**src/bmp_pkg.sv**
```systemverilog
// Types and constants of the prime field Berlekamp-Massey block.
package bmp_pkg;

  localparam int VAL_W = 30;
  localparam int IDX_W = 6;
  localparam int LEN_W = 7;
  localparam int MAX_LEN_DEF = 64;

  localparam logic [VAL_W-1:0] PRIME = 30'd1000000007;
  localparam logic [VAL_W-1:0] INV_EXP = 30'd1000000005;

  typedef struct packed {
    logic [VAL_W-1:0] sequence_value;
    logic             last_element;
  } in_t;

  typedef struct packed {
    logic [VAL_W-1:0] coefficient;
    logic [IDX_W-1:0] coefficient_index;
    logic [LEN_W-1:0] recurrence_length;
    logic             last_result;
  } out_t;

  typedef struct packed {
    logic             start;
    logic [VAL_W-1:0] a;
    logic [VAL_W-1:0] b;
  } mul_req_t;

  typedef struct packed {
    logic             done;
    logic [VAL_W-1:0] res;
  } mul_rsp_t;

endpackage

```
**src/bmp_mulmod.sv**
```systemverilog
// Bit-serial modular multiplier: one bit of the multiplier per cycle.
module bmp_mulmod
  import bmp_pkg::*;
(
  input  logic     clk,
  input  logic     rst_n,
  input  mul_req_t req,
  output mul_rsp_t rsp
);

  localparam int CNT_W = $clog2(VAL_W);

  logic             busy_r;
  logic             done_r;
  logic [CNT_W-1:0] cnt_r;
  logic [VAL_W-1:0] acc_r;
  logic [VAL_W-1:0] a_r;
  logic [VAL_W-1:0] b_r;
  logic [VAL_W-1:0] acc_nxt;
  logic [VAL_W:0]   dbl;
  logic [VAL_W-1:0] dbl_red;
  logic [VAL_W:0]   sum;

  // Horner step: acc = 2*acc + bit*a, both reduced by one conditional subtract.
  always_comb begin
    dbl     = {acc_r, 1'b0};
    dbl_red = (dbl >= {1'b0, PRIME}) ? VAL_W'(dbl - {1'b0, PRIME}) : dbl[VAL_W-1:0];
    sum     = {1'b0, dbl_red} + (b_r[VAL_W-1] ? {1'b0, a_r} : '0);
    acc_nxt = (sum >= {1'b0, PRIME}) ? VAL_W'(sum - {1'b0, PRIME}) : sum[VAL_W-1:0];
  end

  always_ff @(posedge clk) begin
    if (!rst_n) begin
      busy_r <= 1'b0;
      done_r <= 1'b0;
      cnt_r  <= '0;
    end else begin
      done_r <= 1'b0;
      if (req.start) begin
        busy_r <= 1'b1;
        cnt_r  <= '0;
      end else if (busy_r) begin
        cnt_r <= cnt_r + 1'b1;
        if (cnt_r == CNT_W'(VAL_W - 1)) begin
          busy_r <= 1'b0;
          done_r <= 1'b1;
        end
      end
    end
  end

  always_ff @(posedge clk) begin
    if (req.start) begin
      acc_r <= '0;
      a_r   <= req.a;
      b_r   <= req.b;
    end else if (busy_r) begin
      acc_r <= acc_nxt;
      b_r   <= {b_r[VAL_W-2:0], 1'b0};
    end
  end

  assign rsp.done = done_r;
  assign rsp.res  = acc_r;

endmodule

```
**config.mk**
```make
export PLATFORM = sky130hd
export DESIGN_NAME = bmp_mulmod
export DESIGN_NICKNAME = d
export VERILOG_FILES = /design/src/bmp_pkg.sv /design/src/bmp_mulmod.sv
export SDC_FILE = /design/constraint.sdc
export NUM_CORES = 1
export LEC_CHECK = 0
export ABC_AREA = 1
export BUFFER_PORTS_ARGS = -buffer_cell sky130_fd_sc_hd__buf_2
export CAP_MARGIN = 20
export CORE_UTILIZATION = 60
export CTS_BUF_LIST = sky130_fd_sc_hd__clkbuf_16
export DETAILED_ROUTE_END_ITERATION = 16
export PLACE_DENSITY = 0.81
export SYNTH_ARGS = -nofsm -noshare
export SYNTH_HDL_FRONTEND = slang
export SYNTH_SLANG_ARGS = --single-unit
```
**constraint.sdc**
```tcl
create_clock -name clk -period 12.3 [get_ports clk]
set_input_delay 2.46 -clock clk [delete_from_list [all_inputs] [get_ports clk]]
set_output_delay 2.46 -clock clk [all_outputs]
set_load 0.05 [all_outputs]
```
* Word level (Yosys, flattened, before mapping) *
Cells that the tools add are included.

cells by class
  $add $sub $neg = 4
  equal/unequal tests = 1
  magnitude comparators = 2
  reductions and logical operators = 3
  bitwise gates (word level) = 2
  multiplexer cells = 9

operators with widths
  operator                                               number
  two-way mux 30 bit                                     5
  >= comparator 31 x 30 -> 1 bit, second input constant  2
  subtractor 30 bit, second input constant               2
  adder 30 x 30 -> 31 bit                                1
  adder 5 x 1 -> 5 bit, second input constant            1
  == test 5 bit, second input constant                   1
  two-way mux 1 bit                                      4
  OR reduction 3 bit                                     1
  NOT 1 bit                                              2
  nonzero test 2 bit                                     1
  OR reduction 2 bit                                     1

word-level totals
  bits of input ports = 63
  register bits = 97

* Longest topological paths before layout *
  depth after elaboration = 5
  mapped depth = 36

* Least setup slack after synthesis *
Ideal clock, no wire load.

  path type = register -> register
  from = reg acc_r[2]
  to = reg acc_r[22]
  setup slack = 7.396 ns
  period minus slack after synthesis = 4.904 ns
  stages on the path, launching flop included = 34
  required time = 12.150 ns
  data arrival time = 4.754 ns
  buffers on the path = 3
  cells stage by stage = dfxtp_1 inv_1 ha_1 nand3_1 nand2_1 nand2_1 a21oi_1 nand2_1 nand2_1 o41ai_1 clkbuf_1 clkbuf_1 ha_1 inv_1 fa_1 inv_1 nand3_1 nand2_1 nand2_1 nand2_1 nand2_1 nand3_1 nand2_1 nand2_2 nand2_1 inv_2 nand2_2 nor2_4 nand3_4 nand3_4 buf_6 nand2_1 nand3_1 o21ai_1

between the ends
  longest elaborated chain between the ends = 5

RTL lines
  what                                                                 line              RTL
  start: declaration                                                   bmp_mulmod.sv:16  logic [VAL_W-1:0] acc_r;
  start signal: assignment                                             bmp_mulmod.sv:58  acc_r <= acc_nxt;
  subtractor 30 bit or >= comparator 31 x 30 -> 1 bit (tied branches)  bmp_mulmod.sv:27  dbl_red = (dbl >= {1'b0, PRIME}) ? VAL_W'(dbl - {1'b0, PRIME}) : dbl[VAL_W-1:0];
  two-way mux 30 bit *                                                 bmp_mulmod.sv:27
  adder 30 x 30 -> 31 bit *                                            bmp_mulmod.sv:28  sum = {1'b0, dbl_red} + (b_r[VAL_W-1] ? {1'b0, a_r} : '0);
  subtractor 30 bit or >= comparator 31 x 30 -> 1 bit (tied branches)  bmp_mulmod.sv:29  acc_nxt = (sum >= {1'b0, PRIME}) ? VAL_W'(sum - {1'b0, PRIME}) : sum[VAL_W-1:0];
  two-way mux 30 bit *                                                 bmp_mulmod.sv:29

Every way passes the cells marked *; elsewhere a longest branch is shown, timed or not.
A chain may end at the register's enable or synchronous reset.

* Worst setup path in the final report *
  from = reg acc_r[3]
  to = reg acc_r[11]

Same word-level chain as after synthesis.

==> impl_metrics.py <==
metrics = {
    "finish": {
        "finalCoreUtilization_pct": 68.1,
        "fill_cells": 1278,
        "area_delta_synth_final_pct": 10.5,
        "multiInputGateArea_um2": 4990,
        "final_common_cell": "nand2_1",
        "finish.net_count": 1571,
        "antenna_cells": 0,
        "final_cell_mix": "nand2_1, inv_1, buf_2, nor2_1, nand3_1",
        "regArea_um2": 2540,
        "drive_gt1_share_pct": 12.7,
    },
    "routing": {
        "drt-initial-drc-count": 566,
        "first_pass_iters": 5,
        "wire_per_inst_um": 13.3,
        "vias_per_cell": 5.15,
        "drc": 0,
        "route.antenna.remaining_nets": 0,
        "vias": 8533,
        "routed_wl_um": 22100,
    },
    "sta": {
        "skew_ps": 7.17,
        "finalSetupViolations": 0,
        "finalSetupTns_ps": 0,
        "timing.fmax_mhz": 189,
        "setup_ws_ps": 7010,
        "period_minus_slack_ps": 5290,
        "rsz0062_at_grt": "no",
        "final.period_utilization_pct": 43.0,
        "tightest_slew_ps": 908,
        "drv_slew": 0,
        "hold_ws_ps": 490,
        "hold_viol": 0,
        "slew_headroom_pct": 39.4,
    },
    "global_routing": {
        "grt_max_degree": 65,
        "grt_pass1_wl_um": 36300,
        "overflow": 0,
        "grt.total_usage_pct": 31.7,
        "grt_pass1_vias": 7750,
        "grt_antenna_before_repair": 0,
    },
    "logic_synthesis": {
        "synth_cells": 1391,
        "syn_area_um2": 8550,
        "synthArstFlopShare_pct": 0,
        "seq_area_frac_synth_pct": 29.7,
        "ys.flop_type": "edfxtp_1",
        "avgSynthCellArea_um2": 6.15,
        "synth_fp_nets": 1489,
        "ys_ff_latch": 97,
        "synth_edf_count": 60,
        "yosysWarnings": 0,
        "yosysUniqueCellTypes": 41,
    },
    "placement": {
        "portBuffers": 93,
        "dp_hpwl_um": 17700,
        "post-place-ws_ps": 7140,
        "place_congestion": 1.00,
    },
    "setup_path": {
        "cpPeakStageDelay_ps": 520,
        "cp-end-kind": "flip-flop",
        "critPathLaunchType": "flip-flop",
        "worstPathRequired_ps": 12610,
        "cp_top_family": "simple AND/OR/NAND/NOR gates",
        "worst_path_most_repeated_cell": "nand2_1",
        "critical-path-slowest-cell": "nand3_4",
        "critPathKind": "flip-flop to flip-flop",
        "cp.arrival_ps": 5600,
        "critical_path.max_fanout": 53,
        "path_buf_inv": 5,
    },
    "floorplanning": {
        "die_height_um": 121,
        "initial_core_util_pct": 61.6,
        "die_x_um": 121,
        "core_area_um2": 13900,
        "rows": 43,
        "io_pins": 94,
        "dieArea_um2": 14700,
    },
    "job": {
        "maxCapViolCount": 0,
    },
    "clocking": {
        "post_cts_buffers": 0,
        "clkLatencyLatePin_ps": 360,
        "post_cts_resize_count": 0,
        "hold_buffers": 0,
        "cts.sinks": 97,
        "root_buffer": "clkbuf_16",
        "cts_buffers": 9,
        "path_clk_slew_ps": 80,
        "clockBufferDepth": 2,
        "h-tree-depth": 3,
        "cts_tree": "built",
    },
    "power_and_ir_drop": {
        "leakage_nw": 5.18,
        "vdd_ir_drop_max_mv": 0.101,
        "p_per_area_nw_per_um2": 127,
    },
    "outcome": {
        "status": "completed",
    },
    "hold_path": {
        "hold_path.class": "flip-flop to flip-flop",
    },
}
==> final timing paths <==
kind | from | endpoint | slack [ps] | depth (start not counted)
hold reg to reg | acc_r[1] | acc_r[1] | 490 | 2
setup reg to reg | acc_r[3] | acc_r[11] | 7010 | 30
setup / recovery | acc_r[3] | acc_r[11] | 7010 | 30
hold / removal | acc_r[1] | acc_r[1] | 490 | 2
==> cells in the mapped netlist, types with 4 or more instances <==
library cell  count  area share (%)
nand2_1         607              27
inv_1           225             9.9
nor2_1           92             4.0
nand3_1          82             4.8
edfxtp_1         60              21
a21oi_1          41             2.4
dfxtp_1          37             8.7
ha_1             34             5.0
nand2_2          27             2.0
nand4_1          25             1.8
clkbuf_1         19            0.83
xor2_1           18             1.8
xnor2_1          14             1.4
nor3_1           12            0.70
o21ai_1          11            0.64
inv_2            10            0.44
nand3_2           8            0.94
nor2_2            8            0.59
nor2_4            8             1.1
and2_1            6            0.44
buf_6             5            0.66
o21ai_0           5            0.29
a21oi_2           4            0.41
nand3b_1          4            0.35
==> metrics by stage <==
stage | std cells | cell area, µm² | total power, mW
2_1_floorplan | 1391 | 8550 | 0.792
3_3_place_gp | 1642 | 9150 | 0.903
3_5_place_dp | 1642 | 9150 | 0.909
4_1_cts | 1658 | 9450 | 1.20
5_1_grt | 1658 | 9450 | 1.28
6_report | 1658 | 9450 | 1.20
==> area by class of cell <==
cell class	instances	area share [%]
Inverter	237	9.41
Clock inverter	7	0.847
Clock buffer	9	2.38
Sequential cell	97	26.9
Multi-Input combinational cell	1030	52.8
Tap cell	180	2.38
Timing Repair Buffer	98	5.32
==> sequential cells by signal, summed over array words and instances (netlist names) <==
name    cells
a_r        30
acc_r      30
b_r        30
cnt_r       5
busy_r      1
done_r      1
==> kinds of logic after synthesis <==
logic type,count (synthesis),share of synthesized area (%)
adders and majority gates,35,5.21
DFF,97,29.7
and+or+nand+nor,890,44.8
xor gates and xnor gates,32,3.28
AOI/OAI and AO/OA,73,4.93
buffers and inverters,264,12.1
==> tightest hold or removal path, stage by stage (launching register included) <==
cell	delay, ps
dfxtp_1	340
nand2_1	70
o21ai_1	50
==> where the power goes <==
part	internal, mW	switching [mW]	leakage, nW
registers	0.378	0.0302	0.903
clock network	0.145	0.148	0.146
logic	0.153	0.350	4.13
total	0.677	0.528	5.18
==> per-layer routing <==
layer	wire, µm	GRT usage (%)	share of wire [%]	vias to the layer above
met5	0	0	0	-
met4	494	10.8	2.2	0
met3	1550	5.59	7.0	36
met2	9670	50.7	44	232
met1	10400	43.0	47	3808
li1	-	-	-	4457
Power figures use the tool's default switching activity.
